<file path="src/rtl/dsp_pkg.sv">
// ----------------------------------------------------------------------------
// dsp_pkg
// shared widths, status codes and the token passed down the parse pipeline
// ----------------------------------------------------------------------------
package dsp_pkg;

   localparam int AMT_W  = 63;               // magnitude of an amount or a total
   localparam int UNIT_W = 35;               // widest unit in milliseconds
   localparam int PROD_W = AMT_W + UNIT_W;   // full amount times unit product

   localparam logic [1:0] ST_OK        = 2'd0;
   localparam logic [1:0] ST_MALFORMED = 2'd1;
   localparam logic [1:0] ST_UNIT      = 2'd2;
   localparam logic [1:0] ST_OVERFLOW  = 2'd3;

   typedef struct packed {
      logic       term;    // a finished term travels with this token
      logic       last;    // final byte of the text
      logic       neg;     // minus sign seen
      logic [1:0] fault;   // first parse error so far
   } token_type;

endpackage

</file>
<file path="src/rtl/dsp_parse.sv">
// ----------------------------------------------------------------------------
// dsp_parse
// byte parser: phase tracking, digit accumulation, unit recognition
// ----------------------------------------------------------------------------
module dsp_parse import dsp_pkg::*; (
   input  logic              clock,
   input  logic              reset,
   input  logic              step,
   input  logic [7:0]        char_in,
   input  logic              last,
   output token_type         tok_o,
   output logic [AMT_W-1:0]  amount_o,
   output logic [UNIT_W-1:0] unit_o
);

   localparam logic [2:0] PH_LEAD   = 3'd0;
   localparam logic [2:0] PH_SIGN   = 3'd1;
   localparam logic [2:0] PH_DONE   = 3'd2;
   localparam logic [2:0] PH_DIGITS = 3'd3;
   localparam logic [2:0] PH_GAP    = 3'd4;
   localparam logic [2:0] PH_UNIT   = 3'd5;

   localparam logic [7:0] CH_MINUS = 8'h2D;
   localparam logic [7:0] CH_D     = 8'h64;
   localparam logic [7:0] CH_H     = 8'h68;
   localparam logic [7:0] CH_M     = 8'h6D;
   localparam logic [7:0] CH_N     = 8'h6E;
   localparam logic [7:0] CH_O     = 8'h6F;
   localparam logic [7:0] CH_S     = 8'h73;
   localparam logic [7:0] CH_W     = 8'h77;
   localparam logic [7:0] CH_Y     = 8'h79;

   localparam logic [UNIT_W-1:0] MS_YEAR  = 35'd31556952000;
   localparam logic [UNIT_W-1:0] MS_MONTH = 35'd2629746000;
   localparam logic [UNIT_W-1:0] MS_WEEK  = 35'd604800000;
   localparam logic [UNIT_W-1:0] MS_DAY   = 35'd86400000;
   localparam logic [UNIT_W-1:0] MS_HOUR  = 35'd3600000;
   localparam logic [UNIT_W-1:0] MS_MIN   = 35'd60000;
   localparam logic [UNIT_W-1:0] MS_SEC   = 35'd1000;
   localparam logic [UNIT_W-1:0] MS_MSEC  = 35'd1;

   // zero means no such unit
   function automatic logic [UNIT_W-1:0] unit_value(input logic [2:0][7:0] ch,
                                                    input logic [1:0] len);
      logic [UNIT_W-1:0] v;
      v = '0;
      unique case (len)
         2'd1: begin
            unique case (ch[0])
               CH_Y:    v = MS_YEAR;
               CH_W:    v = MS_WEEK;
               CH_D:    v = MS_DAY;
               CH_H:    v = MS_HOUR;
               CH_M:    v = MS_MIN;
               CH_S:    v = MS_SEC;
               default: v = '0;
            endcase
         end
         2'd2: begin
            if (ch[0] == CH_M && ch[1] == CH_S) v = MS_MSEC;
         end
         2'd3: begin
            if (ch[0] == CH_M && ch[1] == CH_O && ch[2] == CH_N) v = MS_MONTH;
         end
         default: v = '0;
      endcase
      return v;
   endfunction

   logic [2:0]        phase_ff, phase_in;
   logic              neg_ff, neg_in;
   logic [AMT_W-1:0]  amount_ff, amount_in;
   logic [2:0][7:0]   chars_ff, chars_in;
   logic [1:0]        len_ff, len_in;
   logic [1:0]        fault_ff, fault_in;

   logic              is_digit, is_space, is_lower;
   logic [AMT_W+3:0]  amt_ext, amt_x10;
   logic              digit_ovf;
   logic [UNIT_W-1:0] uv_now, uv_end;
   logic              term;
   logic [UNIT_W-1:0] term_unit;

   assign is_digit = (char_in >= 8'h30) && (char_in <= 8'h39);
   assign is_space = (char_in == 8'h20) || ((char_in >= 8'h09) && (char_in <= 8'h0D));
   assign is_lower = (char_in >= 8'h61) && (char_in <= 8'h7A);

   // amount * 10 + digit, the digit value is the low nibble
   assign amt_ext   = {4'b0, amount_ff};
   assign amt_x10   = (amt_ext << 3) + (amt_ext << 1) + {{(AMT_W){1'b0}}, char_in[3:0]};
   assign digit_ovf = |amt_x10[AMT_W+3:AMT_W];

   assign uv_now = unit_value(chars_ff, len_ff);

   always_comb begin
      phase_in  = phase_ff;
      neg_in    = neg_ff;
      amount_in = amount_ff;
      chars_in  = chars_ff;
      len_in    = len_ff;
      fault_in  = fault_ff;
      term      = 1'b0;
      term_unit = uv_now;
      uv_end    = '0;

      if (fault_ff == ST_OK) begin
         unique case (phase_ff)
            PH_SIGN, PH_DONE: begin
               if (is_digit) begin
                  if (digit_ovf) fault_in = ST_OVERFLOW;
                  else amount_in = amt_x10[AMT_W-1:0];
                  phase_in = PH_DIGITS;
               end else if (!is_space) begin
                  fault_in = ST_MALFORMED;
               end
            end
            PH_DIGITS: begin
               if (is_digit) begin
                  if (digit_ovf) fault_in = ST_OVERFLOW;
                  else amount_in = amt_x10[AMT_W-1:0];
               end else if (is_space) begin
                  phase_in = PH_GAP;
               end else if (is_lower) begin
                  chars_in[0] = char_in;
                  len_in      = 2'd1;
                  phase_in    = PH_UNIT;
               end else begin
                  fault_in = ST_UNIT;
               end
            end
            PH_GAP: begin
               if (is_lower) begin
                  chars_in[0] = char_in;
                  len_in      = 2'd1;
                  phase_in    = PH_UNIT;
               end else if (!is_space) begin
                  fault_in = ST_UNIT;
               end
            end
            PH_UNIT: begin
               if (is_lower) begin
                  if (len_ff == 2'd3) begin
                     fault_in = ST_UNIT;
                  end else begin
                     chars_in[len_ff] = char_in;
                     len_in           = len_ff + 2'd1;
                  end
               end else begin
                  // the term closes here, its product is formed downstream
                  amount_in = '0;
                  len_in    = 2'd0;
                  if (uv_now == '0) begin
                     fault_in = ST_UNIT;
                  end else begin
                     term = 1'b1;
                     if (is_space) begin
                        phase_in = PH_DONE;
                     end else if (is_digit) begin
                        amount_in = {{(AMT_W-4){1'b0}}, char_in[3:0]};
                        phase_in  = PH_DIGITS;
                     end else begin
                        fault_in = ST_MALFORMED;
                     end
                  end
               end
            end
            default: begin
               if (char_in == CH_MINUS) begin
                  neg_in   = 1'b1;
                  phase_in = PH_SIGN;
               end else if (is_digit) begin
                  if (digit_ovf) fault_in = ST_OVERFLOW;
                  else amount_in = amt_x10[AMT_W-1:0];
                  phase_in = PH_DIGITS;
               end else if (!is_space) begin
                  fault_in = ST_MALFORMED;
               end
            end
         endcase
      end

      // end of text
      if (last && fault_in == ST_OK) begin
         uv_end = unit_value(chars_in, len_in);
         unique case (phase_in)
            PH_UNIT: begin
               if (uv_end == '0) begin
                  fault_in = ST_UNIT;
               end else begin
                  term      = 1'b1;
                  term_unit = uv_end;
               end
            end
            PH_DIGITS, PH_GAP: fault_in = ST_UNIT;
            PH_DONE:           fault_in = ST_OK;
            default:           fault_in = ST_MALFORMED;
         endcase
      end
   end

   // a term closing mid-text uses the amount held before this byte
   assign amount_o    = amount_ff;
   assign unit_o      = term_unit;
   assign tok_o.term  = term;
   assign tok_o.last  = last;
   assign tok_o.neg   = neg_in;
   assign tok_o.fault = fault_in;

   always_ff @(posedge clock) begin
      if (reset || (step && last)) begin
         phase_ff  <= PH_LEAD;
         neg_ff    <= 1'b0;
         amount_ff <= '0;
         chars_ff  <= '0;
         len_ff    <= 2'd0;
         fault_ff  <= ST_OK;
      end else if (step) begin
         phase_ff  <= phase_in;
         neg_ff    <= neg_in;
         amount_ff <= amount_in;
         chars_ff  <= chars_in;
         len_ff    <= len_in;
         fault_ff  <= fault_in;
      end
   end

endmodule

</file>
<file path="config.mk">
export PLATFORM = sky130hd
export DESIGN_NAME = dsp_parse
export DESIGN_NICKNAME = d
export VERILOG_FILES = /design/src/rtl/dsp_pkg.sv /design/src/rtl/dsp_parse.sv
export SDC_FILE = /design/constraint.sdc
export NUM_CORES = 1
export LEC_CHECK = 0
export BUFFER_PORTS_ARGS = -buffer_cell sky130_fd_sc_hd__buf_2
export CORE_MARGIN = 2
export CORE_UTILIZATION = 40
export DETAILED_ROUTE_END_ITERATION = 12
export PLACE_DENSITY = 0.65
export SYNTH_ARGS = -nofsm -noshare
export SYNTH_HDL_FRONTEND = slang
export SYNTH_SLANG_ARGS = --single-unit
</file>
<file path="constraint.sdc">
create_clock -name clock -period 6.1 [get_ports clock]
set_input_delay 0.305 -clock clock [delete_from_list [all_inputs] [get_ports clock]]
set_output_delay 0.305 -clock clock [all_outputs]
set_load 0.01 [all_outputs]
</file>
### After elaboration in Yosys (flattened, before gate mapping)

Cells that the tools add are included.

| word-level totals | value |
|---|---|
| register bits after elaboration | 95 |
| logic and storage cells | 158 |

| operators by class | value |
|---|---|
| add/sub/neg operators | 3 |
| $lt $le $gt $ge | 8 |
| equality and inequality tests | 37 |
| mux-type cells | 77 |
| bitwise logic cells | 1 |
| reductions and logical operators | 24 |

Operators with widths:

| kind | number |
|---|---|
| $pmux W35 S6 | 2 |
| $mux W63 | 4 |
| $pmux W35 S3 | 2 |
| $pmux W63 S3 | 1 |
| $eq A8 B7 Y1 const B | 18 |
| $mux W35 | 4 |
| $mux W24 | 3 |
| $logic_not A35 Y1 | 2 |
| $add A66 B64 Y67 | 1 |
| $add A67 B4 Y67 | 1 |
| $mux W32 | 2 |
| $mux W2 | 23 |
| $mux W8 | 4 |
| $mux W3 | 9 |
| $bwmux W24 | 1 |
| $pmux W8 S3 | 1 |
| $demux W8 S2 | 1 |
| $eq A8 B6 Y1 const B | 2 |
| $mux W16 | 1 |
| $eq A3 B2 Y1 const B | 4 |
| $eq A3 B3 Y1 const B | 4 |
| $logic_and A1 B1 Y1 | 12 |
| $mux W1 | 12 |
| $mux W4 | 3 |
| other kinds (25) | 33 |

### Longest topological paths before layout

| depth | value |
|---|---|
| word-level depth | 19 |
| mapped depth | 19 |

### Least setup slack after synthesis

No wires, ideal clock.

| path | value |
|---|---|
| path type | in2out |
| start point | input port char_in[3] |
| end point | output port unit_o[30] |
| data arrival time | 4.503 ns |
| data required time | 5.795 ns |
| slack | 1.292 ns |
| stages on the path | 18 |
| path through | buf_2 -> inv_1 -> fa_1 -> inv_1 -> ha_1 -> a211oi_1 -> o211ai_1 -> and4_1 -> o21ai_1 -> a2111oi_0 -> or4b_1 -> nand4_1 -> o2111ai_1 -> o211a_1 -> nor3_4 -> buf_4 -> mux2i_1 -> buf_4 |

| between the ends | value |
|---|---|
| cells in the longest elaborated chain, start to end | 17 |

RTL lines:

| what | RTL line | RTL |
|---|---|---|
| from (decl) | dsp_parse.sv:9 | `input logic [7:0] char_in,` |
| $ge A8 B7 Y1 (tied with other cells) | dsp_parse.sv:86 | `assign is_lower = (char_in >= 8'h61) && (char_in <= 8'h7A);` |
| $logic_and A1 B1 Y1 (on tied branches) | dsp_parse.sv:86, dsp_parse.sv:85 |  |
| $mux W8 / $logic_or A1 B1 Y1 (equally long branches) | dsp_parse.sv:123, dsp_parse.sv:132, dsp_parse.sv:85 |  |
| $mux W8 | dsp_parse.sv:121 | `end else if (is_space) begin` |
| $mux W8 | dsp_parse.sv:118 | `if (is_digit) begin` |
| $pmux W8 S3 | dsp_parse.sv:107 | `unique case (phase_ff)` |
| $mux W24 | dsp_parse.sv:106 | `if (fault_ff == ST_OK) begin` |
| $eq A8 B7 Y1 | dsp_parse.sv:49, dsp_parse.sv:60, dsp_parse.sv:63 |  |
| $logic_and A1 B1 Y1 (2 in series) | dsp_parse.sv:63 | `if (ch[0] == CH_M && ch[1] == CH_O && ch[2] == CH_N) v = MS_MONTH;` |
| $mux W32 | dsp_parse.sv:63 |  |
| $pmux W35 S3 | dsp_parse.sv:47 | `unique case (len)` |
| $mux W35 | dsp_parse.sv:183 | `if (last && fault_in == ST_OK) begin` |
| $logic_not A35 Y1 | dsp_parse.sv:187 | `if (uv_end == '0) begin` |
| $mux W35 | dsp_parse.sv:187 |  |
| $mux W35 | dsp_parse.sv:185 | `unique case (phase_in)` |
| $mux W35 * | dsp_parse.sv:183 |  |
| to (decl) | dsp_parse.sv:13 | `output logic [UNIT_W-1:0] unit_o` |

Every way passes the cells marked *; elsewhere a longest branch is shown, timed or not. The select of a mux whose other input is x is not followed.

### Worst setup path after layout

| path | value |
|---|---|
| start point | register amount_ff[0] (netlist: amount_o[0]) |
| end point | output port unit_o[4] |

| between the ends | value |
|---|---|
| cells in the longest elaborated chain, start to end | 11 |

RTL lines:

| what | RTL line | RTL |
|---|---|---|
| from (decl) | dsp_parse.sv:72 | `logic [AMT_W-1:0] amount_ff, amount_in;` |
| from (signal assigned) | dsp_parse.sv:220 | `amount_ff <= amount_in;` |
| $add A66 B64 Y67 * | dsp_parse.sv:90 | `assign amt_x10 = (amt_ext << 3) + (amt_ext << 1) + {{(AMT_W){1'b0}}, char_in[3:0]};` |
| $add A67 B4 Y67 * | dsp_parse.sv:90 |  |
| $reduce_or A4 Y1 * | dsp_parse.sv:91 | `assign digit_ovf = \|amt_x10[AMT_W+3:AMT_W];` |
| $mux W2 * | dsp_parse.sv:110, dsp_parse.sv:119, dsp_parse.sv:172 |  |
| $mux W2 | dsp_parse.sv:171 | `end else if (is_digit) begin` |
| $mux W2 | dsp_parse.sv:168 | `if (char_in == CH_MINUS) begin` |
| $pmux W2 S4 * | dsp_parse.sv:107 |  |
| $mux W2 * | dsp_parse.sv:106 |  |
| $logic_not A2 Y1 * | dsp_parse.sv:183 |  |
| $logic_and A1 B1 Y1 * | dsp_parse.sv:183 |  |
| $mux W35 * | dsp_parse.sv:183 |  |

Every way passes the cells marked *; elsewhere a longest branch is shown, timed or not.

==> flow_metrics.tcl <==
set metrics [dict create \
    status "finished, final reports clean" \
    hpwl_um 22500 \
    pwr_density_cell_mw_per_mm2 113 \
    r2r_setup_slack_ns 1.22 \
    fin_crit_sh_pct 90.5 \
    insertion_delay_ns 0.36 \
    place_ws_ns 0.699 \
    final_cell_mix "a21oi_1, nand2_1, ha_1, buf_2" \
    grt-ovfl-total 0 \
    rows 59 \
    synth_edf_count 0 \
    place_congestion 0.921 \
    place_area_mm2 0.0111 \
    h-tree-depth 3 \
    netlist_instances 1389 \
    vias 10400 \
    netlist.area_leader.share_pct 18.1 \
    worst_slack_ns 0.582 \
    fin_cells 1760 \
    clockBufferDepth 2 \
    antenna_found_initial 1 \
    drv_slew 0 \
    io_pins 115 \
    cts_tree "built" \
    hold_viol 0 \
    peakVddDrop_v 0.000134 \
    synthToLayoutAreaGrowth_pct 8.26 \
    drive_above_1_share_pct 12.8 \
    crit_required_ns 5.79 \
    p_leak_nw 5.00 \
    whs_ns 0.359 \
    cts-root-buf "clkbuf_16" \
    cts_resized 0 \
    maxCapViolations 0 \
    grt_pass1_wl_um 48200 \
    end_kind "primary output" \
    die_w_um 166 \
    hp-class "in2reg" \
    postSynthAreaPerCell_um2 7.58 \
    core_area_mm2 0.0259 \
    multi_input_area_mm2 0.00807 \
    fin_crit_ns 5.52 \
    fillers 2652 \
    synth_area_leaders "dfxtp_1, ha_1, a21oi_1, nand2_1, or3_1" \
    fin_area_mm2 0.0114 \
    n_antenna_cell 0 \
    synth_cell_type_count 97 \
    cts_setup_buffers 0 \
    yosysSeqAreaShare_pct 18.1 \
    layout_commonest_cell "a21oi_1" \
    viasPerCell 5.89 \
    synth-seq-cells 95 \
    die_h_um 166 \
    dp_cells 1744 \
    tns_ns 0 \
    ant_nets 0 \
    cts_buffers 9 \
    clkTransAtPathRegs_ns 0.09 \
    clock_sinks 95 \
    synth_flop_cell "dfxtp_1" \
    worstPathArrival_ns 5.21 \
    ctsHoldBuffers 0 \
    clock.fmax_mhz 181 \
    drcViolationCount 0 \
    wl_per_cell_um 16.8 \
    synthArstFlopShare_pct 0 \
    start_kind "flop" \
    grt_use_total_pct 20.6 \
    max_slew_margin_pct 34.7 \
    yosys_warnings 0 \
    fp.dieArea_mm2 0.0276 \
    dr.pass1.iters 5 \
    start_util_pct 40.6 \
    synth.cell_area_mm2 0.0105 \
    drtIter0Drc 806 \
    skew_ns 0.0164 \
    critical_path_class "reg2out" \
    port_buffers 110 \
    finalSetupViolCount 0 \
    first_global_vias 9633 \
    synth.largest_area_cell "dfxtp_1" \
    fin_nets 1559 \
    wl_um 29500 \
    worst_pin_slew_ns 0.977 \
    crit_path_max_fanout 24 \
    grt_max_degree 85 \
    ff_latch_area_mm2 0.00190 \
    rsz0062_at_grt "false" \
]
==> per-layer routing <==
metal	wire length (um)	global-route usage, %	vias to the layer above
met1	13600	27.2	4873
met5	0	0	-
met4	610	6.37	0
met2	13900	34.3	262
met3	1400	3.46	48
li1	-	-	5188
==> worst paths after layout <==
kind / startpoint / endpoint / cells past startpoint
setup reg to reg: amount_o[0] / amount_o[41] / 15
hold / removal: char_in[0] / chars_ff[0] / 3
setup / recovery: amount_o[0] / unit_o[4] / 16
hold reg to reg: chars_ff[15] / chars_ff[15] / 2
==> critical path, stage by stage (launching register included) <==
cell and delay, ns:
dfxtp_1 0.36, inv_1 0.08, fa_1 0.51, fa_1 0.47
nand2b_1 0.18, a21o_1 0.19, a2111oi_0 0.62, o211ai_1 0.27
nand4_1 0.17, nand2_1 0.09, mux2i_1 0.16, o2111ai_1 0.29
o211a_1 0.42, nor3_4 0.18, buf_4 0.34, mux2_2 0.38
buf_2 0.14
==> cell usage after synthesis, drive strengths merged, types with 12 or more instances <==
cell type	number
and3	12
a21o	27
clkbuf	60
nor2	96
nand2b	15
xnor2	30
nand4	21
o21bai	14
o21a	13
o21ai	62
a31oi	17
dfxtp	95
inv	29
o211ai	18
mux2i	35
nor2b	15
ha	125
a211oi	13
nand2	162
xor2	35
buf	41
nor3	21
nand3	29
or3	61
a21oi	166
==> through the flow <==
stage | utilization (%) | power [W]
after floorplan | - | 0.000714
after global placement | 42.9 | 0.000739
after detailed placement | 42.9 | 0.000740
after CTS | 44.0 | 0.00131
after global routing | 44.0 | 0.00134
final | 44.0 | 0.00129
==> cells by family after synthesis <==
| kind of cell | Yosys count | synth area share [%] |
|---|---|---|
| and+or+nand+nor | 503 | 24.7 |
| muxes | 45 | 4.52 |
| other | 1 | 0.0356 |
| AOI/OAI and AO/OA | 422 | 26.5 |
| DFF | 95 | 18.1 |
| xor gates and xnor gates | 65 | 5.41 |
| adders and majority gates | 128 | 15.3 |
| buffers and inverters | 130 | 5.50 |
==> power by group <==
group / total, W / switching [W] / internal, W
clock network: 0.000564 / 0.000282 / 0.000282
registers: 0.000629 / 0.00000732 / 0.000622
logic: 0.0000974 / 0.0000679 / 0.0000295
total: 0.00129 / 0.000358 / 0.000933
==> sequential cells by signal, indices dropped and copies added (netlist names) <==
name / flops
amount_o: 63
fault_ff: 2
neg_ff: 1
phase_ff: 3
chars_ff: 24
len_ff: 2
==> final cells by class <==
class	instances	share of cell area [%]
flip-flops and latches	95	16.7
inverters	29	0.955
repair buffers	118	5.36
well taps	335	3.68
multi-input cells	1167	70.8
clock buffers	9	1.98
clock inverters	7	0.494
(Power assumes the default switching activity.)
